===== config.mk =====
export PLATFORM = sky130hd
export DESIGN_NAME = maximal_rectangle_binary_matrix_unit
export DESIGN_NICKNAME = d
export VERILOG_FILES = /design/src/rtl/mrbm_pkg.sv /design/src/rtl/maximal_rectangle_binary_matrix_unit.sv /design/src/rtl/mrbm_ram.sv /design/src/rtl/mrbm_ctrl.sv /design/src/rtl/mrbm_dp.sv
export SDC_FILE = /design/constraint.sdc
export NUM_CORES = 2
export LEC_CHECK = 0
export BUFFER_PORTS_ARGS = -buffer_cell sky130_fd_sc_hd__buf_2
export CORE_UTILIZATION = 52
export DETAILED_ROUTE_END_ITERATION = 8
export GPL_ROUTABILITY_DRIVEN = 0
export GPL_TIMING_DRIVEN = 0
export PLACE_DENSITY = 0.67
export RECOVER_POWER = 100
export SLEW_MARGIN = 20
export SYNTH_ARGS = -nofsm -noshare
export SYNTH_HDL_FRONTEND = slang
export SYNTH_SLANG_ARGS = --single-unit
export TNS_END_PERCENT = 1

===== constraint.sdc =====
create_clock -name clock -period 12.8 [get_ports clock]
set_input_delay 0 -clock clock [delete_from_list [all_inputs] [get_ports clock]]
set_output_delay 0 -clock clock [all_outputs]
set_load 0.03 [all_outputs]

===== src/rtl/mrbm_pkg.sv =====
// Shared types and constants for the maximal rectangle unit.
package mrbm_pkg;

   localparam int unsigned CFG_W = 7;
   localparam int unsigned AREA_W = 13;
   localparam logic [CFG_W-1:0] CFG_RESET = 7'd64;
   localparam logic [AREA_W-1:0] AREA_CAP = 13'd8191;

   typedef enum logic [2:0] {
      ST_CLEAR,
      ST_IDLE,
      ST_CALC,
      ST_POPCHK,
      ST_PUSH,
      ST_FLUSH,
      ST_DRAIN
   } state_type;

   typedef struct packed {
      logic latch;
      logic calc;
      logic pop;
      logic flush;
      logic push;
      logic note_pushed;
      logic col_adv;
      logic col_clear;
      logic rsp_load;
      logic clr_step;
   } cmd_type;

   typedef struct packed {
      logic pop_cond;
      logic depth_zero;
      logic depth_one;
      logic row_end;
      logic last;
      logic clear_done;
      logic rsp_busy;
   } status_type;

endpackage


===== src/rtl/maximal_rectangle_binary_matrix_unit.sv =====
// Maximal all-ones rectangle unit: top level joining controller and datapath.
//
// Cells of a binary matrix arrive row-major, one per item, with the row length
// taken from csr_columns_in_use (0 acts as 1, values above MAX_COLS act as
// MAX_COLS). Each cell updates its column's run height and runs one step of
// the largest-rectangle-in-histogram stack scan. A cell is latched, its height
// is updated, each stack comparison that pops a bar repeats the compare step,
// and the cell's bar is then pushed; pops average at most one per cell. The
// last cell of a row scores its bar and flushes every bar left on the stack.
// The cell flagged req_last_cell ends its row, loads the best area into the
// output register, and is followed by a clearing pass over the height memory;
// the same pass runs after reset. No cell is taken during the pass;
// configuration writes are.
module maximal_rectangle_binary_matrix_unit #(
   parameter int unsigned MAX_COLS = 64,
   parameter int unsigned MAX_ROWS = 64
) (
   input  logic                         clock,
   input  logic                         reset,
   input  logic                         csr_write_enable,
   input  logic [mrbm_pkg::CFG_W-1:0]   csr_columns_in_use,
   input  logic                         req_valid,
   output logic                         req_ready,
   input  logic                         req_cell_bit,
   input  logic                         req_last_cell,
   output logic                         rsp_valid,
   input  logic                         rsp_ready,
   output logic [mrbm_pkg::AREA_W-1:0]  rsp_max_area
);

   mrbm_pkg::cmd_type    cmd;
   mrbm_pkg::status_type status;

   mrbm_ctrl u_ctrl (
      .clock     (clock),
      .reset     (reset),
      .req_valid (req_valid),
      .req_ready (req_ready),
      .status    (status),
      .cmd       (cmd)
   );

   mrbm_dp #(
      .MAX_COLS (MAX_COLS),
      .MAX_ROWS (MAX_ROWS)
   ) u_dp (
      .clock              (clock),
      .reset              (reset),
      .csr_write_enable   (csr_write_enable),
      .csr_columns_in_use (csr_columns_in_use),
      .req_cell_bit       (req_cell_bit),
      .req_last_cell      (req_last_cell),
      .rsp_valid          (rsp_valid),
      .rsp_ready          (rsp_ready),
      .rsp_max_area       (rsp_max_area),
      .cmd                (cmd),
      .status             (status)
   );

endmodule


===== src/rtl/mrbm_ram.sv =====
// Generic single-port-write, single-port-read RAM with registered read data.
module mrbm_ram #(
   parameter int unsigned WIDTH = 8,
   parameter int unsigned DEPTH = 64
) (
   input  logic                                        clock,
   input  logic                                        wr_en,
   input  logic [((DEPTH > 1) ? $clog2(DEPTH) : 1)-1:0] wr_addr,
   input  logic [WIDTH-1:0]                            wr_data,
   input  logic [((DEPTH > 1) ? $clog2(DEPTH) : 1)-1:0] rd_addr,
   output logic [WIDTH-1:0]                            rd_data
);

   logic [WIDTH-1:0] mem_ff [DEPTH];
   logic [WIDTH-1:0] rd_data_ff;

   always_ff @(posedge clock) begin
      if (wr_en) begin
         mem_ff[wr_addr] <= wr_data;
      end
      rd_data_ff <= mem_ff[rd_addr];
   end

   assign rd_data = rd_data_ff;

endmodule


===== src/rtl/mrbm_ctrl.sv =====
// Sequencer for the height update, stack scan, row flush and matrix cleanup.
module mrbm_ctrl (
   input  logic                  clock,
   input  logic                  reset,
   input  logic                  req_valid,
   output logic                  req_ready,
   input  mrbm_pkg::status_type  status,
   output mrbm_pkg::cmd_type     cmd
);

   mrbm_pkg::state_type state_ff, state_in;

   always_ff @(posedge clock) begin
      if (reset) begin
         state_ff <= mrbm_pkg::ST_CLEAR;
      end else begin
         state_ff <= state_in;
      end
   end

   always_comb begin
      state_in = state_ff;
      cmd = '0;
      req_ready = 1'b0;
      case (state_ff)
         mrbm_pkg::ST_CLEAR: begin
            cmd.clr_step = 1'b1;
            if (status.clear_done) begin
               state_in = mrbm_pkg::ST_IDLE;
            end
         end
         mrbm_pkg::ST_IDLE: begin
            req_ready = 1'b1;
            if (req_valid) begin
               cmd.latch = 1'b1;
               state_in = mrbm_pkg::ST_CALC;
            end
         end
         mrbm_pkg::ST_CALC: begin
            cmd.calc = 1'b1;
            state_in = status.depth_zero ? mrbm_pkg::ST_PUSH : mrbm_pkg::ST_POPCHK;
         end
         mrbm_pkg::ST_POPCHK: begin
            if (status.pop_cond) begin
               cmd.pop = 1'b1;
               if (status.depth_one) begin
                  state_in = mrbm_pkg::ST_PUSH;
               end
            end else begin
               state_in = mrbm_pkg::ST_PUSH;
            end
         end
         mrbm_pkg::ST_PUSH: begin
            if (!status.row_end) begin
               cmd.push = 1'b1;
               cmd.col_adv = 1'b1;
               state_in = mrbm_pkg::ST_IDLE;
            end else begin
               // row end: score the new bar directly instead of pushing it
               cmd.note_pushed = 1'b1;
               if (status.depth_zero) begin
                  cmd.col_clear = 1'b1;
                  state_in = status.last ? mrbm_pkg::ST_DRAIN : mrbm_pkg::ST_IDLE;
               end else begin
                  state_in = mrbm_pkg::ST_FLUSH;
               end
            end
         end
         mrbm_pkg::ST_FLUSH: begin
            cmd.pop = 1'b1;
            cmd.flush = 1'b1;
            if (status.depth_one) begin
               cmd.col_clear = 1'b1;
               state_in = status.last ? mrbm_pkg::ST_DRAIN : mrbm_pkg::ST_IDLE;
            end
         end
         mrbm_pkg::ST_DRAIN: begin
            // hold until the output register is free, then reload it
            if (!status.rsp_busy) begin
               cmd.rsp_load = 1'b1;
               state_in = mrbm_pkg::ST_CLEAR;
            end
         end
         default: begin
            state_in = mrbm_pkg::ST_CLEAR;
         end
      endcase
   end

endmodule


===== src/rtl/mrbm_dp.sv =====
// Datapath: height store, stack store, area scoring and result register.
module mrbm_dp #(
   parameter int unsigned MAX_COLS = 64,
   parameter int unsigned MAX_ROWS = 64
) (
   input  logic                              clock,
   input  logic                              reset,
   input  logic                              csr_write_enable,
   input  logic [mrbm_pkg::CFG_W-1:0]        csr_columns_in_use,
   input  logic                              req_cell_bit,
   input  logic                              req_last_cell,
   output logic                              rsp_valid,
   input  logic                              rsp_ready,
   output logic [mrbm_pkg::AREA_W-1:0]       rsp_max_area,
   input  mrbm_pkg::cmd_type                 cmd,
   output mrbm_pkg::status_type              status
);

   localparam int unsigned AW = (MAX_COLS > 1) ? $clog2(MAX_COLS) : 1;
   localparam int unsigned DW = $clog2(MAX_COLS + 1);
   localparam int unsigned HW = $clog2(MAX_ROWS + 1);
   localparam int unsigned PW = HW + DW;
   localparam int unsigned SW = (PW > mrbm_pkg::AREA_W) ? PW : mrbm_pkg::AREA_W;
   localparam int unsigned CMPW = (DW > mrbm_pkg::CFG_W) ? DW : mrbm_pkg::CFG_W;

   logic [mrbm_pkg::CFG_W-1:0] cfg_ff;
   logic                       cell_ff;
   logic                       last_ff;
   logic [AW-1:0]              col_ff;
   logic [DW-1:0]              depth_ff;
   logic [HW-1:0]              h_ff;
   logic [AW-1:0]              start_ff;
   logic [AW-1:0]              clr_ff;
   logic [PW-1:0]              prod_ff;
   logic                       prod_vld_ff;
   logic [mrbm_pkg::AREA_W-1:0] best_ff;
   logic                       rsp_valid_ff;
   logic [mrbm_pkg::AREA_W-1:0] rsp_data_ff;

   logic [HW-1:0]              hrd;
   logic [HW-1:0]              h_in;
   logic                       h_we;
   logic [AW-1:0]              h_waddr;
   logic [HW-1:0]              h_wdata;
   logic [AW+HW-1:0]           srd;
   logic [AW-1:0]              srd_start;
   logic [HW-1:0]              srd_h;
   logic [DW-1:0]              s_raddr_full;
   logic [AW-1:0]              s_raddr;
   logic [CMPW-1:0]            cols_eff;
   logic [CMPW-1:0]            col_next;
   logic [DW-1:0]              width_end;
   logic [HW-1:0]              note_h;
   logic [DW-1:0]              note_w;
   logic [SW-1:0]              prod_ext;
   logic [mrbm_pkg::AREA_W-1:0] area_sat;
   logic [mrbm_pkg::AREA_W-1:0] best_in;

   // run height store
   mrbm_ram #(.WIDTH(HW), .DEPTH(MAX_COLS)) u_heights (
      .clock   (clock),
      .wr_en   (h_we),
      .wr_addr (h_waddr),
      .wr_data (h_wdata),
      .rd_addr (col_ff),
      .rd_data (hrd)
   );

   // stack of (start column, height)
   mrbm_ram #(.WIDTH(AW + HW), .DEPTH(MAX_COLS)) u_stack (
      .clock   (clock),
      .wr_en   (cmd.push),
      .wr_addr (depth_ff[AW-1:0]),
      .wr_data ({start_ff, h_ff}),
      .rd_addr (s_raddr),
      .rd_data (srd)
   );

   assign srd_start = srd[AW+HW-1:HW];
   assign srd_h = srd[HW-1:0];

   // a pop this cycle means the next top sits two below the current count
   assign s_raddr_full = cmd.pop ? (depth_ff - DW'(2)) : (depth_ff - DW'(1));
   assign s_raddr = s_raddr_full[AW-1:0];

   always_comb begin
      if (cell_ff) begin
         h_in = (hrd < HW'(MAX_ROWS)) ? (hrd + HW'(1)) : HW'(MAX_ROWS);
      end else begin
         h_in = '0;
      end
      h_we = cmd.calc | cmd.clr_step;
      h_waddr = cmd.clr_step ? clr_ff : col_ff;
      h_wdata = cmd.clr_step ? '0 : h_in;
   end

   always_comb begin
      if (cfg_ff == '0) begin
         cols_eff = CMPW'(1);
      end else if (CMPW'(cfg_ff) > CMPW'(MAX_COLS)) begin
         cols_eff = CMPW'(MAX_COLS);
      end else begin
         cols_eff = CMPW'(cfg_ff);
      end
      col_next = CMPW'(col_ff) + CMPW'(1);
      width_end = DW'(col_ff) + DW'(1);
   end

   always_comb begin
      status.pop_cond = srd_h > h_ff;
      status.depth_zero = depth_ff == '0;
      status.depth_one = depth_ff == DW'(1);
      status.row_end = last_ff | (col_next >= cols_eff);
      status.last = last_ff;
      status.clear_done = clr_ff == AW'(MAX_COLS - 1);
      status.rsp_busy = rsp_valid_ff & ~rsp_ready;
   end

   // area scoring: the product is registered, then saturated and compared in the next cycle
   always_comb begin
      if (cmd.note_pushed) begin
         note_h = h_ff;
         note_w = width_end - DW'(start_ff);
      end else if (cmd.flush) begin
         note_h = srd_h;
         note_w = width_end - DW'(srd_start);
      end else begin
         // a bar popped by a shorter one ends just before the current column
         note_h = srd_h;
         note_w = DW'(col_ff) - DW'(srd_start);
      end
      prod_ext = SW'(prod_ff);
      area_sat = (prod_ext > SW'(mrbm_pkg::AREA_CAP)) ? mrbm_pkg::AREA_CAP
                                                      : prod_ext[mrbm_pkg::AREA_W-1:0];
      best_in = best_ff;
      if (prod_vld_ff && (area_sat > best_ff)) begin
         best_in = area_sat;
      end
   end

   always_ff @(posedge clock) begin
      if (reset) begin
         cfg_ff <= mrbm_pkg::CFG_RESET;
         col_ff <= '0;
         depth_ff <= '0;
         clr_ff <= '0;
         prod_vld_ff <= 1'b0;
         best_ff <= '0;
         rsp_valid_ff <= 1'b0;
      end else begin
         if (csr_write_enable) begin
            cfg_ff <= csr_columns_in_use;
         end
         if (cmd.col_adv) begin
            col_ff <= col_ff + AW'(1);
         end else if (cmd.col_clear) begin
            col_ff <= '0;
         end
         if (cmd.push) begin
            depth_ff <= depth_ff + DW'(1);
         end else if (cmd.pop) begin
            depth_ff <= depth_ff - DW'(1);
         end
         if (cmd.clr_step) begin
            clr_ff <= status.clear_done ? '0 : (clr_ff + AW'(1));
         end
         prod_vld_ff <= cmd.pop | cmd.note_pushed;
         best_ff <= cmd.rsp_load ? '0 : best_in;
         if (cmd.rsp_load) begin
            rsp_valid_ff <= 1'b1;
         end else if (rsp_ready) begin
            rsp_valid_ff <= 1'b0;
         end
      end
   end

   always_ff @(posedge clock) begin
      if (cmd.latch) begin
         cell_ff <= req_cell_bit;
         last_ff <= req_last_cell;
      end
      if (cmd.calc) begin
         h_ff <= h_in;
         start_ff <= col_ff;
      end else if (cmd.pop) begin
         // carry the popped bar's start column into the new bar
         start_ff <= srd_start;
      end
      prod_ff <= PW'(note_h) * PW'(note_w);
      if (cmd.rsp_load) begin
         rsp_data_ff <= best_in;
      end
   end

   assign rsp_valid = rsp_valid_ff;
   assign rsp_max_area = rsp_data_ff;

endmodule

==> summary.md <==
| Metric | Value |
|---|---|
| Status | `finished, violations left` |
| Failing checks | `max-capacitance violations, max-slew violations` |
| Synth area leaders | `edfxtp_1 69%, mux4_2 6.3%, o22ai_1 3.7%, dfxtp_1 2.8%, nor2_1 2.4%` |
| Startpoint types | `flip-flop` |
| WP buf/inv | `8` |
| Num CTS Buffers | `141` |
| Fillers | `between 8,000 and 9,000` |
| Initial antenna violation count | `3` |
| Max incr delay on CP | `850 ps` |
| Die footprint | `between 100,000 and 150,000 um^2` |
| # DRC | `0` |
| Synth warn | `0` |
| Vias in the first global route | `34,100` |
| Final hold vios | `0` |
| Longest Clk Path Bufs | `3` |
| Syn avg cell area | `16.05 um^2` |
| Dpl ws | `3454 ps` |
| Async SR Flop Fraction | `0%` |
| Share of cells above drive strength 1 | `12.33%` |
| Post-DP HPWL | `111,400 um` |
| CP Data Arrival Time | `around 10,000 ps` |
| Vias per cell | `6.557` |
| Syn_nets | `roughly 3,700` |
| Largest net degree at the start of global routing | `34` |
| GR Overflow Total | `0` |
| Via count | `~35,000` |
| CTS H-tree depth | `4` |
| Final setup vio count | `0` |
| Worst slew margin | `-22.11%` |
| Fin crit share | `76.91%` |
| FMAX | `~0.10 GHz` |
| Critical Path Slowest Stage Cell | `a2111oi_0` |
| Post-route clock skew | `32.71 ps` |
| Crit Path Max Fanout | `10` |
| Tightest Hold Check Type | `in2reg` |
| Placed inst area | `59,840 um^2` |
| Root buf cell | `clkbuf_16` |
| Port-buffer cells | `26` |
| Top FF cell, synth | `edfxtp_1` |
| Die height | `332.0 um` |
| Clk slew on worst S/H paths | `~60 ps` |
| Detailed router's first-iteration violation count | `4,831` |
| # rows | `120` |
| Ports | `29` |
| CP Data Required Time | `roughly 13,000 ps` |
| Final core utilization | `59.12%` |
| Distinct cells, synth | `84` |
| First-pass GRT wire length | `232,600 um` |
| RSZ-0062 raised after global routing | `false` |
| Tot GR Track Use | `around 29%` |
| Cell leakage power | `0.02029 uW` |
| PwrDens | `approximately 200 nW/um^2` |
| Worst path top cell family by delay | `adder cells` |
| Clk Latency, worst-skew pair | `780 ps` |
| Final Critical Period | `about 10000 ps` |
| R2R setup slack | `2960 ps` |
| Post-CTS Setup Repair Bufs | `0` |
| Setup TNS | `0 ps` |
| Final nets | `3,929` |
| Final WL | `162,800 um` |
| Peak supply drop | `roughly 0.00023 V` |
| Seq cells post-synth | `1,386` |
| Syn Inst Count | `between 3,000 and 4,000` |
| Share of the synthesized area in the top cell type | `69.35%` |
| Final Instance Area | `approximately 64,000 um^2` |
| Max-slew violation count | `166` |
| Clock sinks | `1,386` |
| Design Power | `12,810 uW` |
| Routed WL per cell | `slightly above 30 um` |
| Worst Setup Path Type | `reg2reg` |
| Crit. End Element | `flip-flop` |
| Overall die width | `~330 um` |
| CTS tree | `built` |
| Post-synth EDFFs | `between 1,000 and 1,500` |
| Synth area leader | `edfxtp_1` |
| Worst-Margin Slew | `1825 ps` |
| Drt pass-1 iters | `6` |
| Final WS setup | `2956 ps` |
| Area grow syn2layout | `12.23%` |
| Post-synthesis sequential area ratio | `72.11%` |
| Initial Util | `52.68%` |
| Routed Antenna Nets | `0` |
| Core Region | `107,500 um^2` |
| Post-Syn Area | `56,640 um^2` |
| Max-cap violation count | `15` |
per-layer routing:
metal / global-route usage, % / part of all wire (%) / up-vias
li1: - / - / 14700
met1: 39.09 / 38 / 17580
met2: 44.86 / 45 / 2172
met3: 6.831 / 11 / 479
met4: 15.87 / 6.3 / 4
met5: 0 / 0.0098 / -
state kept, by name (all words and copies together) (netlist names), 6 cells and up:
name and cells:
u_dp.col_ff 6, u_dp.best_ff 13, u_dp.u_stack.mem_ff 832, u_dp.depth_ff 7, u_dp.cfg_ff 7, u_dp.h_ff 7
u_dp.rsp_max_area 13, u_dp.prod_ext 14, u_dp.u_stack.rd_data 13, u_dp.u_heights.rd_data 7, u_dp.clr_ff 6, u_dp.start_ff 6
u_dp.u_heights.mem_ff 448
Yosys cell counts, drive strengths merged, types with 10 or more instances:
library cell	instances
edfxtp	1308
nor2	367
o22ai	333
mux4	159
nand2	109
clkbuf	107
buf	92
nor3	89
inv	84
ha	82
dfxtp	78
nand3	71
a21oi	69
o22a	51
o21ai	44
o221ai	42
nor4	36
mux2i	30
or2	30
fa	26
xnor2	24
nand4	21
nor2b	21
xor2	21
or3	19
a21o	15
mux2	14
o2111ai	14
and4	13
nand3b	13
a31oi	11
o221a	11
or4	11
a2111o	10
what timing repair did:
item,4_1_cts,5_1_grt
hold endpoints to repair,20,0
hold buffers,25,0
endpoints found under the setup margin,0,0
gates resized for setup,0,0
layout by cell type (no fill, tap or decap), drive strengths merged, types with 71 or more instances in the layout:
master	instances
ha	82
mux4	159
inv	93
nor2	367
dfxtp	78
nand2	109
clkbuf	400
nand3	71
nor3	89
edfxtp	1308
buf	85
o22ai	333
cells by family after synthesis:
logic type	after synthesis	share of synthesized area, %
flip-flops	1386	72.11
AND/OR/NAND/NOR	848	7.244
AO/OA/AOI/OAI	654	7.980
buffers and inverters	283	2.079
multiplexers	203	7.131
adder cells (fa/ha/maj)	109	2.748
XOR/XNOR	45	0.7092
final cells by class:
cell class	instances	area, um^2	share of cell area, %
Sequential cell	1386	40840	64.25
Antenna cell	1	2.502	0.003937
Buffer	199	845.8	1.331
Inverter	84	315.3	0.4961
Clock inverter	85	773.2	1.217
Timing Repair Buffer	136	679.4	1.069
Clock buffer	175	3727	5.864
Tap cell	1403	1755	2.762
Multi-Input combinational cell	1859	14620	23.00
worst reg2reg max path: cells and delay by family (launching register included):
family / cells / cell delay, ps
compound gates: 7 / 2640
xor+xnor: 2 / 470
fa+ha+maj: 6 / 2660
buf+inv: 8 / 2320
flops: 1 / 460
simple gates: 6 / 1190
through the flow:
| stage | hold slack [ps] | std cells |
|---|---|---|
| floorplan | 98.87 | 3528 |
| global placement | 188.4 | 4957 |
| detailed placement | 189.5 | 5042 |
| CTS | 47.29 | 5327 |
| global route | 101.6 | 5327 |
| finish | 75.62 | 5328 |
where the power goes:
group	leakage (uW)	total, uW	internal, uW	switching (uW)
Clock	0.00219	4020	2240	1780
Sequential	0.0125	5400	5320	78.4
Combinational	0.00559	3390	1300	2090
final timing paths:
kind                                    start                           to  cells past startpoint
hold / removal                      rsp_ready  u_dp.rsp_valid$_SDFFE_PP0P_                      4
setup reg to reg  u_dp.col_ff[0]$_SDFFE_PP0P_    u_dp.prod_ext[13]$_DFF_P_                     29
setup / recovery  u_dp.col_ff[0]$_SDFFE_PP0P_    u_dp.prod_ext[13]$_DFF_P_                     29
hold reg to reg   u_dp.rsp_valid$_SDFFE_PP0P_  u_dp.rsp_valid$_SDFFE_PP0P_                      2
No activity file was read; power rests on OpenSTA's default activity.
